--- src/rtl/apc_sqrt_cell.sv ---
// One cell of the integer square root chain: retires one root bit per cycle while i_en is high.
// Standalone; instantiated in a row by annulus_point_classify_project_core.
module apc_sqrt_cell #(
    parameter int W = 32
) (
    input  logic           i_clk,
    input  logic           i_en,
    input  logic [W+1:0]   i_rem,
    input  logic [W-1:0]   i_root,
    input  logic [2*W-1:0] i_n,
    output logic [W+1:0]   o_rem,
    output logic [W-1:0]   o_root,
    output logic [2*W-1:0] o_n
);

    logic [W+1:0]   n_rem;
    logic [W-1:0]   n_root;
    logic [W+1:0]   c_rem2;
    logic [W+1:0]   c_trial;
    logic [W+1:0]   r_rem;
    logic [W-1:0]   r_root;
    logic [2*W-1:0] r_n;

    // bring down two radicand bits, try appending a one to the root
    always_comb begin
        c_rem2  = {i_rem[W-1:0], i_n[2*W-1:2*W-2]};
        c_trial = {i_root, 2'b01};
        if (c_rem2 >= c_trial) begin
            n_rem  = c_rem2 - c_trial;
            n_root = {i_root[W-2:0], 1'b1};
        end else begin
            n_rem  = c_rem2;
            n_root = {i_root[W-2:0], 1'b0};
        end
    end

    always_ff @(posedge i_clk) begin
        if (i_en) begin
            r_rem  <= n_rem;
            r_root <= n_root;
            r_n    <= {i_n[2*W-3:0], 2'b00};
        end
    end

    assign o_rem  = r_rem;
    assign o_root = r_root;
    assign o_n    = r_n;

endmodule

--- config.mk ---
export PLATFORM = sky130hd
export DESIGN_NAME = apc_sqrt_cell
export DESIGN_NICKNAME = d
export VERILOG_FILES = /design/src/rtl/apc_sqrt_cell.sv
export SDC_FILE = /design/constraint.sdc
export NUM_CORES = 1
export LEC_CHECK = 0
export ABC_AREA = 0
export BUFFER_PORTS_ARGS = -buffer_cell sky130_fd_sc_hd__buf_2
export CAP_MARGIN = 5
export CORE_ASPECT_RATIO = 0.75
export CORE_UTILIZATION = 35
export DETAILED_ROUTE_END_ITERATION = 8
export GPL_TIMING_DRIVEN = 0
export PLACE_DENSITY_LB_ADDON = 0.3
export SLEW_MARGIN = 20
export SYNTH_ARGS = -nofsm -noshare
export SYNTH_HDL_FRONTEND = slang
export SYNTH_SLANG_ARGS = --single-unit
--- constraint.sdc ---
create_clock -name i_clk -period 2.6 [get_ports i_clk]
set_clock_uncertainty 0.05 [all_clocks]
set_input_delay 0.13 -clock i_clk [delete_from_list [all_inputs] [get_ports i_clk]]
set_output_delay 0.13 -clock i_clk [all_outputs]
set_load 0.05 [all_outputs]
==> flow_metrics.tcl <==
set metrics [dict create \
    root_buffer "clkbuf_16" \
    grtUsageMet3 0.0612 \
    grt_pass1_vias 5208 \
    grt_util_met1 0.257 \
    drtAntennaViolNets 0 \
    numClockSinks 128 \
    synth_mux_area_frac 0.0411 \
    synth-adder-area-share 0.0675 \
    fmax_mhz 394 \
    path_cells "buf_4 -> inv_4 -> ha_4 -> nand2_4 -> nor4b_4 -> o31ai_4 -> a2111oi_4 -> o21ai_2 -> a21boi_4 -> nor2_4 -> inv_2 -> bufbuf_16 -> mux2_2" \
    route.detailed.drc 0 \
    port_buffers 257 \
    pwr-share-seq 0.375 \
    crit_buf_inv 4 \
    dr.pass1.iters 5 \
    die_w_um 157 \
    start_kind "input port" \
    min_path_cells 2 \
    powerDensity_nw_per_um2 676 \
    die-area_sq_um 18600 \
    regArea_sq_um 3840 \
    hold_violations 0 \
    ys_async_sr_fraction 0 \
    nNetsFinal 1056 \
    cap_violations 0 \
    cp_slowest_cell "a2111oi_4" \
    grtUsageMet2 0.310 \
    synth_xor_area_frac 0.0375 \
    cts.clk_slew.worst_paths_ps 60 \
    status "complete, no violations" \
    tritoncts "built" \
    synth_compound_area_frac 0.133 \
    p_comb_frac 0.292 \
    synthCells 477 \
    drv_slew 0 \
    p_sw_frac 0.335 \
    viasPerCell 4.74 \
    ir_worst_vdd_mv 0.419 \
    arrival_ps 2650 \
    syn-cell-area_sq_um 6300 \
    start_util 0.357 \
    dpl.hpwl_um 12500 \
    p_total_w 0.00682 \
    required_ps 2710 \
    mostFrequentLayoutCells "buf_2, edfxtp_1, dlygate4sd3_1" \
    tightest_slew_ps 620 \
    hold_path.startpoint "i_rem[7]" \
    htreeDepth 4 \
    worst-path-max-fanout 5 \
    path_class "input port to flop" \
    leakage_nw 4.40 \
    gp_congestion 0.843 \
    finalCritPeriodShare 0.976 \
    syn_avg_cell_area_sq_um 13.2 \
    rsz0062_at_grt "true" \
    slew_headroom 0.586 \
    grt.total_usage 0.196 \
    multi_input_area_sq_um 2440 \
    ys_warn_count 0 \
    switchingPower_w 0.00229 \
    synthSimpleGateAreaFrac 0.0744 \
    grt_pass1_wl_um 27300 \
    wire_per_inst_um 16.0 \
    internal_power_w 0.00454 \
    crit_path_max_incr_delay_ps 430 \
    syn_to_final_growth_pct 60.1 \
    synth_ff_type "edfxtp_1" \
    layout_setup_ws_ps 63.6 \
    grt_max_degree 73 \
    core_sq_um 17700 \
    cts_buffers 17 \
    ys_seq_area_frac 0.610 \
    pin_count 262 \
    ys_seq_elements 128 \
    hold_end "o_rem[9]" \
    core.rowCount 42 \
    fin_setup_tns_ps 0 \
    grt-ovfl-total 0 \
    fin_crit_ps 2540 \
    ys_types 60 \
    fill_cells 1564 \
    synth_edf_count 128 \
    drtIter0Drc 348 \
    die_h_um 118 \
    critPathCaptureType "flop" \
    clockBufferDepth 2 \
    layout_commonest_cell "buf_2" \
    grt_busiest_layer "met2" \
    vias 5429 \
    wirelength_um 18300 \
    p_clk_frac 0.333 \
    hold_class "input port to flop" \
    drive_gt1_frac 0.417 \
    cp_top_family "compound AO/OA/AOI/OAI gates" \
    finalSetupViolations 0 \
    antenna_found_initial 2 \
    dp_slack_ps -749 \
    synth_top_family_by_area "compound AO/OA/AOI/OAI gates" \
]
==> area by class of cell <==
| cell class | count | area share |
|---|---|---|
| sequential | 128 | 0.381 |
| timing repair buffer | 394 | 0.267 |
| multi-input combinational | 299 | 0.241 |
| clock buffer | 18 | 0.0425 |
| tap | 242 | 0.0300 |
| inverter | 42 | 0.0174 |
| clock inverter | 14 | 0.0134 |
| buffer | 8 | 0.00756 |
| antenna | 1 | 0.000248 |
==> state kept, by name, summed over array words and instances, names as in the netlist <==
name,cells
o_n,62
o_rem,34
o_root,32
==> metrics by stage <==
| step | utilization | area (sq um) | instances | hold WS, ps |
|---|---|---|---|---|
| final | 0.572 | 10100 | 1146 | 24.6 |
| after global routing | 0.571 | 10100 | 1145 | 9.16 |
| after CTS | 0.561 | 9910 | 1133 | 0.909 |
| after detailed placement | 0.457 | 8060 | 978 | 258 |
| after global placement | 0.455 | 8030 | 977 | 257 |
| after floorplan | - | 6440 | 478 | 179 |
==> cells in the mapped netlist (7+ instances only) <==
master,n,area [sq um]
xnor2_1,17,149
a21oi_1,39,195
inv_1,41,154
o21ai_0,23,115
o21a_1,7,52.6
nand2_1,21,78.8
xor2_1,10,87.6
nor3_1,11,55.1
a21o_1,17,128
nor2_1,17,63.8
edfxtp_1,128,3840
ha_1,34,425
mux2_2,19,214
and3_1,8,50.1
nand3_1,14,70.1
==> worst max-delay path by stage <==
stage	startpoint	end	cells after the start
2_1_floorplan	i_root[6]	o_rem[25]	13
3_3_place_gp	i_root[26]	o_rem[26]	14
3_5_place_dp	i_root[26]	o_rem[26]	14
4_1_cts	i_root[26]	o_rem[12]	13
5_1_grt	i_root[5]	o_rem[4]	13
6_report	i_root[5]	o_rem[4]	13
==> logic make-up (layout without fill, tap and decap cells) <==
family,after synthesis,after routing
AND/OR/NAND/NOR,90,90
flip-flops,128,128
multiplexers,22,22
XOR/XNOR,27,27
AO/OA/AOI/OAI,124,124
other,1,3
buffers and inverters,51,476
adder cells (fa/ha/maj),34,34
==> repair_timing <==
action | CTS | global route
gates resized for setup | 7 | 17
gates cloned | 1 | 1
setup buffers | 6 | 12
endpoints found under the hold margin | 116 | 0
endpoints found under the setup margin | 28 | 24
pin swaps | 8 | 14
hold buffers | 116 | 0
==> power groups by stage <==
stage,combinational (W),clock [W],sequential (W)
2_1_floorplan,0.000570,0,0.00330
3_3_place_gp,0.00174,0,0.00260
3_5_place_dp,0.00175,0,0.00259
4_1_cts,0.00193,0.00234,0.00255
5_1_grt,0.00211,0.00242,0.00257
6_report,0.00200,0.00227,0.00256
==> layer usage <==
layer | up-vias | part of all wire
met5 | - | 0.00044
met1 | 2577 | 0.44
li1 | 2648 | -
met2 | 182 | 0.47
met3 | 20 | 0.071
met4 | 2 | 0.012
(Power assumes the default switching activity.)
