File: src/rtl/apc_div_cell.sv
// One cell of the restoring divider chain: retires one quotient bit per cycle while i_en is high.
// Standalone; instantiated in a row by annulus_point_classify_project_core.
module apc_div_cell #(
    parameter int W = 32
) (
    input  logic         i_clk,
    input  logic         i_en,
    input  logic [W-1:0] i_rem,
    input  logic [W-2:0] i_low,
    input  logic [W-2:0] i_q,
    input  logic [W-1:0] i_d,
    output logic [W-1:0] o_rem,
    output logic [W-2:0] o_low,
    output logic [W-2:0] o_q,
    output logic [W-1:0] o_d
);

    logic [W:0]   c_sh;
    logic [W-1:0] n_rem;
    logic [W-2:0] n_q;
    logic [W-1:0] r_rem;
    logic [W-2:0] r_low;
    logic [W-2:0] r_q;
    logic [W-1:0] r_d;

    // shift in the next dividend bit, subtract the divisor if it fits
    always_comb begin
        c_sh = {i_rem, i_low[W-2]};
        if (c_sh >= {1'b0, i_d}) begin
            n_rem = W'(c_sh - {1'b0, i_d});
            n_q   = {i_q[W-3:0], 1'b1};
        end else begin
            n_rem = c_sh[W-1:0];
            n_q   = {i_q[W-3:0], 1'b0};
        end
    end

    always_ff @(posedge i_clk) begin
        if (i_en) begin
            r_rem <= n_rem;
            r_low <= {i_low[W-3:0], 1'b0};
            r_q   <= n_q;
            r_d   <= i_d;
        end
    end

    assign o_rem = r_rem;
    assign o_low = r_low;
    assign o_q   = r_q;
    assign o_d   = r_d;

endmodule

File: config.mk
export PLATFORM = sky130hd
export DESIGN_NAME = apc_div_cell
export DESIGN_NICKNAME = d
export VERILOG_FILES = /design/src/rtl/apc_div_cell.sv
export SDC_FILE = /design/constraint.sdc
export NUM_CORES = 1
export LEC_CHECK = 0
export ABC_AREA = 1
export BUFFER_PORTS_ARGS = -buffer_cell sky130_fd_sc_hd__clkbuf_2
export CAP_MARGIN = 20
export CORE_ASPECT_RATIO = 0.9
export CORE_UTILIZATION = 40
export DETAILED_ROUTE_END_ITERATION = 6
export PLACE_DENSITY = 0.66
export SETUP_SLACK_MARGIN = 0.2
export SLEW_MARGIN = 20
export SYNTH_ARGS = -nofsm -noshare
export SYNTH_HDL_FRONTEND = slang
export SYNTH_SLANG_ARGS = --single-unit
File: constraint.sdc
create_clock -name i_clk -period 2.3 [get_ports i_clk]
set_input_delay 0.46 -clock i_clk [delete_from_list [all_inputs] [get_ports i_clk]]
set_output_delay 0.46 -clock i_clk [all_outputs]
set_load 0.01 [all_outputs]
==> flow_summary.toml, run 1 <==
[detailed_routing]
firstDrtPassIters = 5
vias = 6119
wire_per_inst_um = 14.01
drc = 0
drtAntennaViolNets = 0
vias_per_cell = 4.519
drt-total-wl_um = 18970
drt_iter0_markers = 291

[power]
seqPwrFrac_pct = 39.6
p_leak_nw = 5.094
power_density_nw_per_um2 = 738.2
fin_total_pwr_mw = 7.167
max-vdd-ir-drop_uv = 508.6
power.internal_mw = 5.154
clkPwrFrac_pct = 39.3
power_switching_mw = 2.013
p_comb_share_pct = 21.1
switching_share_pct = 28.09

[hold_path]
hold_start = "i_low[21]"
hold_class = "primary input to flip-flop"

[setup_path]
cp-end-kind = "flip-flop"
critical_path.max_fanout = 8
crit_start = "i_d[28]"
worstPathArrival_ps = 2150
path_class = "primary input to flip-flop"
crit_end = "o_rem[1]"
cp-start-kind = "primary input"
crit_required_ps = 2470

[clock_network]
clockRootBuffer = "clkbuf_16"
numCtsBuffers = 17
htree_levels = 4
cts_hold_buf = 0
clk_path_buf_depth = 2
cts_tree = "done"
clk_pin_slew_ps = 60
clkSinkCount = 125

[yosys]
yosysTopAreaCellShare_pct = 53.94
synth_area_leaders = "edfxtp_1 (54%), nand2_1 (15%), inv_1 (8.0%), ha_1 (5.8%), nand3_1 (3.7%)"
yosys-top-cells-count = "nand2_1 (276), inv_1 (149), edfxtp_1 (125), nand3_1 (52), nor2_1 (34)"
synth.avg_cell_area_um2 = 8.933
yosysMostFrequentCell = "nand2_1"
synth_cells = 779
yosysWarnings = 0
synth_seq_cells = 125
synth_area_um2 = 6959
ys_seq_area_share_pct = 53.94
async_reset_ff_share_pct = 0
synth_largest_area_cell = "edfxtp_1"
syn-num-nets = 940
yosysUniqueCellTypes = 31
synth-edff-count = 125
dominantRegCellSynth = "edfxtp_1"

[timing]
fmax_mhz = 504.6
finalCritPeriodShare_pct = 86.16
rsz0062_at_grt = "no"
final-setup-viol-count = 0
hold_viol = 0
finalWorstPathRequiredPeriod_ps = 1982
slew_violations = 0

[floorplanning]
initial_core_util_pct = 41.06
die-height_um = 127.1
die-area_um2 = 17930
dieWidth_um = 141.0
coreArea_um2 = 16950
num_rows = 45
io_pins = 254

[placed_design]
dp_hpwl_um = 15180
routabilityCongestion = 0.8656
portBuffers = 251
place_area_um2 = 9030

[final_layout]
fillCellCount = 1553
drive_gt1_share_pct = 35.57
num-nets-final = 1267
finalInstanceArea_um2 = 9709
utilization_pct = 57.29
area_growth_pct = 39.52
num_antenna_cells = 0

[grt]
grt_start_max_net_pins = 67
grt_pass1_wl_um = 29810
grt-ovfl-total = 0
grt_usage_pct = 22.05
grt_pass1_vias = 5795
antenna_found_initial = 0

[run]
cap_violations = 0

[run_status]
outcome = "completed"
-- layout by cell type, fill, tap and decap left out, types with 8 or more instances in the layout --
cell,n
ha_1,30
and2_1,8
nor2_1,34
clkbuf_2,250
nand3_1,50
edfxtp_1,125
nand2_2,12
a21oi_1,19
nand3b_1,10
xor2_1,13
nand3_2,18
clkbuf_16,17
buf_12,8
nand2_1,268
buf_4,60
inv_1,149
-- area by class of cell --
| cell class | instances | area (um^2) | area share (%) |
|---|---|---|---|
| clock buffers | 18 | 429.2 | 4.420 |
| clock inverters | 14 | 182.7 | 1.881 |
| inverters | 152 | 570.5 | 5.876 |
| multi-input cells | 491 | 2606 | 26.84 |
| flip-flops and latches | 125 | 3754 | 38.66 |
| well taps | 235 | 294.0 | 3.028 |
| repair buffers | 319 | 1873 | 19.29 |
-- worst min path at each step --
stage	to	slack, ps	depth (start not counted)
after CTS	o_low[13]	190	1
after global routing	o_low[22]	200	1
after global placement	o_q[13]	640	1
after detailed placement	o_low[13]	640	1
after floorplan	o_d[0]	560	0
final	o_low[22]	210	1
-- power groups by stage --
stage                     Clock, mW  Combinational (mW)  Sequential (mW)
after floorplan                   0               0.654             3.01
after global placement            0                1.48             2.88
after detailed placement          0                1.50             2.89
after CTS                      2.87                1.51             2.84
after global routing           2.95                1.69             2.86
final                          2.81                1.51             2.84
-- worst max-delay path: stages --
cell and delay (ps):
clkbuf_2 90, inv_1 40, ha_1 330, a21oi_1 230, nand2_1 110, nand2_1 70
nand3_1 110, nor2_4 280, nand2_8 120, buf_4 180, nand2_1 50, o21ai_0 70
-- state kept, by name (all words and copies together) (netlist names) --
name   flops
o_d       32
o_low     30
o_q       31
o_rem     32
-- layer usage --
| layer | global-route usage (%) | share of wire (%) | vias up |
|---|---|---|---|
| met1 | 27.64 | 44 | 2768 |
| met3 | 5.172 | 6.5 | 18 |
| met4 | 6.522 | 1.1 | 0 |
| met2 | 37.96 | 48 | 206 |
| li1 | - | - | 3127 |
| met5 | 0 | 0 | - |
-- stage by stage --
step                      worst slack, ps  hold WS [ps]  instances  TNS (ps)
after global placement             -148.3         636.6       1321     -2883
after global routing                194.8         195.2       1354         0
after detailed placement           -188.2         638.7       1321     -3768
after CTS                           273.2         194.2       1353         0
final                               318.3         207.4       1354         0
after floorplan                     227.5         558.9        779         0
-- cell families (layout without fill, tap and decap cells) --
kind of cell    count (synthesis)  count (layout)  synth area share [%]
flops                         125             125                 53.94
simple gates                  419             419                 26.97
other cells                     1               1               0.05389
buf+inv                       163             503                 9.475
compound gates                 24              24                 1.762
fa+ha+maj                      33              33                 6.041
xor+xnor                       14              14                 1.762
-- timing repair --
| item | in CTS | in global routing |
|---|---|---|
| setup endpoints to repair | 0 | 30 |
| resized for setup | 0 | 16 |
| buffers inserted | 0 | 1 |
No activity file was read; power rests on OpenSTA's default activity.
==> inputs of run 2 (changes only) <==
Settings changed: ABC_AREA 1 to not set, PLACE_DENSITY 0.66 to 0.68.
==> flow_summary.toml, run 2 <==
[power]
switching_share_pct = 27.90
seqPwrFrac_pct = 39.9
power_switching_mw = 2.002
power.internal_mw = 5.174
max-vdd-ir-drop_uv = 492.8
fin_total_pwr_mw = 7.176
p_leak_nw = 4.380
power_density_nw_per_um2 = 736.1
p_comb_share_pct = 25.4
clkPwrFrac_pct = 34.8

[final_layout]
drive_gt1_share_pct = 57.19
mostFrequentLayoutCells = "clkbuf_2 (246), edfxtp_1 (125), buf_4 (113), inv_1 (42), a21oi_1 (41)"
final_common_cell = "clkbuf_2"
area_growth_pct = 60.03
num_antenna_cells = 0
finalInstanceArea_um2 = 9749
num-nets-final = 1032

[yosys]
synth_seq_cells = 125
synth_top_family_by_area = "compound AO/OA/AOI/OAI gates"
synth_area_um2 = 6092
synthXorXnorAreaFrac_pct = 3.738
synth_area_leaders = "edfxtp_1 (62%), ha_1 (6.6%), a21oi_1 (4.4%), inv_1 (2.8%), xnor2_1 (2.3%)"
ys_seq_area_share_pct = 61.61
synth_cells = 486
syn-num-nets = 647
yosys-top-cells-count = "edfxtp_1 (125), a21oi_1 (54), inv_1 (46), nor2_1 (37), ha_1 (32)"
yosysTopAreaCellShare_pct = 61.61
synth-compound-area-share_pct = 12.01
synth.avg_cell_area_um2 = 12.54
dominantRegCellSynth = "edfxtp_1"
synth_mux_area_share_pct = 2.300
yosysMostFrequentCell = "edfxtp_1"
synth_fa_ha_area_share_pct = 6.901
synth-edff-count = 125
yosys.area_share.simple_pct = 8.585
synth_largest_area_cell = "edfxtp_1"
yosysUniqueCellTypes = 50
yosysWarnings = 0
async_reset_ff_share_pct = 0

[floorplanning]
die-height_um = 119.1
num_rows = 42
die-area_um2 = 15730
initial_core_util_pct = 41.26
coreArea_um2 = 14770
io_pins = 254
dieWidth_um = 132.1

[timing]
worst_slack_ps = -207.4
rsz0062_at_grt = "yes"
slew_violations = 0
hold_viol = 0
finalWorstPathRequiredPeriod_ps = 2507
fmax_mhz = 398.8
final-setup-viol-count = 33
finalCritPeriodShare_pct = 109.0

[setup_path]
path_class = "primary input to flip-flop"
slowest_delay_ps = 380
crit_chain = "clkbuf_16, inv_12, ha_4, a21o_1, o21a_1, a311oi_2, o21ai_2, or3b_4, o21a_4, buf_12, mux2_4"
cp-end-kind = "flip-flop"
critical_path.max_fanout = 8
worstPathArrival_ps = 2670
crit_required_ps = 2460
crit_slowest_cell = "or3b_4"
cp-start-kind = "primary input"

[detailed_routing]
vias_per_cell = 4.921
drtAntennaViolNets = 0
drt-total-wl_um = 18170
drc = 0
wire_per_inst_um = 16.81
drt_iter0_markers = 263
firstDrtPassIters = 5
vias = 5320

[clock_network]
clk_path_buf_depth = 2
cts_tree = "done"
clk_pin_slew_ps = 60
numCtsBuffers = 17
cts_hold_buf = 0
clkSinkCount = 125
clockRootBuffer = "clkbuf_16"
htree_levels = 4

[grt]
grt-ovfl-total = 0
grt_pass1_wl_um = 26300
grt_usage_pct = 22.15
antenna_found_initial = 0
grt_pass1_vias = 5303
grt_start_max_net_pins = 54

[placed_design]
dp_hpwl_um = 13150
portBuffers = 251
routabilityCongestion = 0.8653
dp_slack_ps = -863.1
place_area_um2 = 8478

[run_status]
violations = "negative setup slack"
outcome = "finished with violations"

[run]
cap_violations = 0

[hold_path]
hold_class = "primary input to flip-flop"
hold_depth = 1
run 2: area by class of cell:
type                            instances  area, um^2
Multi-Input combinational cell        297        2577
Sequential cell                       125        3754
Inverter                               46       187.7
Timing Repair Buffer                  384        2437
Clock inverter                         14       120.1
Tap cell                              198       247.7
Clock buffer                           17       425.4
Fill cell                            1130        5017
run 2: final timing paths:
kind | from | to | slack, ps
worst min-delay path | i_q[6] | o_q[7] | 210
worst max-delay path | i_d[23] | o_rem[23] | -210
run 2: critical path: cells and delay by family:
family                   cells  cell delay, ps
AO/OA/AOI/OAI                5             980
AND/OR/NAND/NOR              1             380
adder cells (fa/ha/maj)      1             250
buffers and inverters        3             310
multiplexers                 1             290
run 2: repair_timing:
action | 4_1_cts | 5_1_grt
setup endpoints to repair | 33 | 33
buffers inserted | 8 | 6
resized for setup | 53 | 79
hold endpoints to repair | 0 | 0
pin swaps | 7 | 21
cloned | 0 | 1
run 2: power groups by stage:
stage / Sequential (mW) / Combinational, mW / Clock, mW
after CTS: 2.86 / 1.64 / 2.55
after global routing: 2.88 / 1.96 / 2.64
after global placement: 2.91 / 1.49 / 0
final: 2.86 / 1.82 / 2.50
after detailed placement: 2.91 / 1.52 / 0
after floorplan: 3.03 / 0.629 / 0
run 2: logic make-up after synthesis:
logic type / Yosys count
DFF: 125
AOI/OAI and AO/OA: 120
and+or+nand+nor: 107
buffers and inverters: 64
adders and majority gates: 33
xor gates and xnor gates: 26
muxes: 10
other: 1
run 2: metrics by stage:
stage | std cells | hold slack [ps] | utilization (%) | setup TNS, ps
floorplan | 486 | 558.9 | - | -13300
finish | 1081 | 206.9 | 66.02 | -5141
detailed placement | 1035 | 638.7 | 57.41 | -23920
CTS | 1074 | 199.3 | 62.90 | -5527
global placement | 1035 | 636.9 | 57.41 | -22280
global route | 1081 | 193.4 | 66.02 | -7017
run 2: routing by layer:
metal / vias to the layer above / global-route usage [%] / share of wire [%]
met5: - / 0 / 0
met4: 0 / 6.032 / 1.5
met3: 22 / 6.343 / 6.1
met2: 207 / 39.38 / 52
met1: 2519 / 26.04 / 40
li1: 2572 / - / -
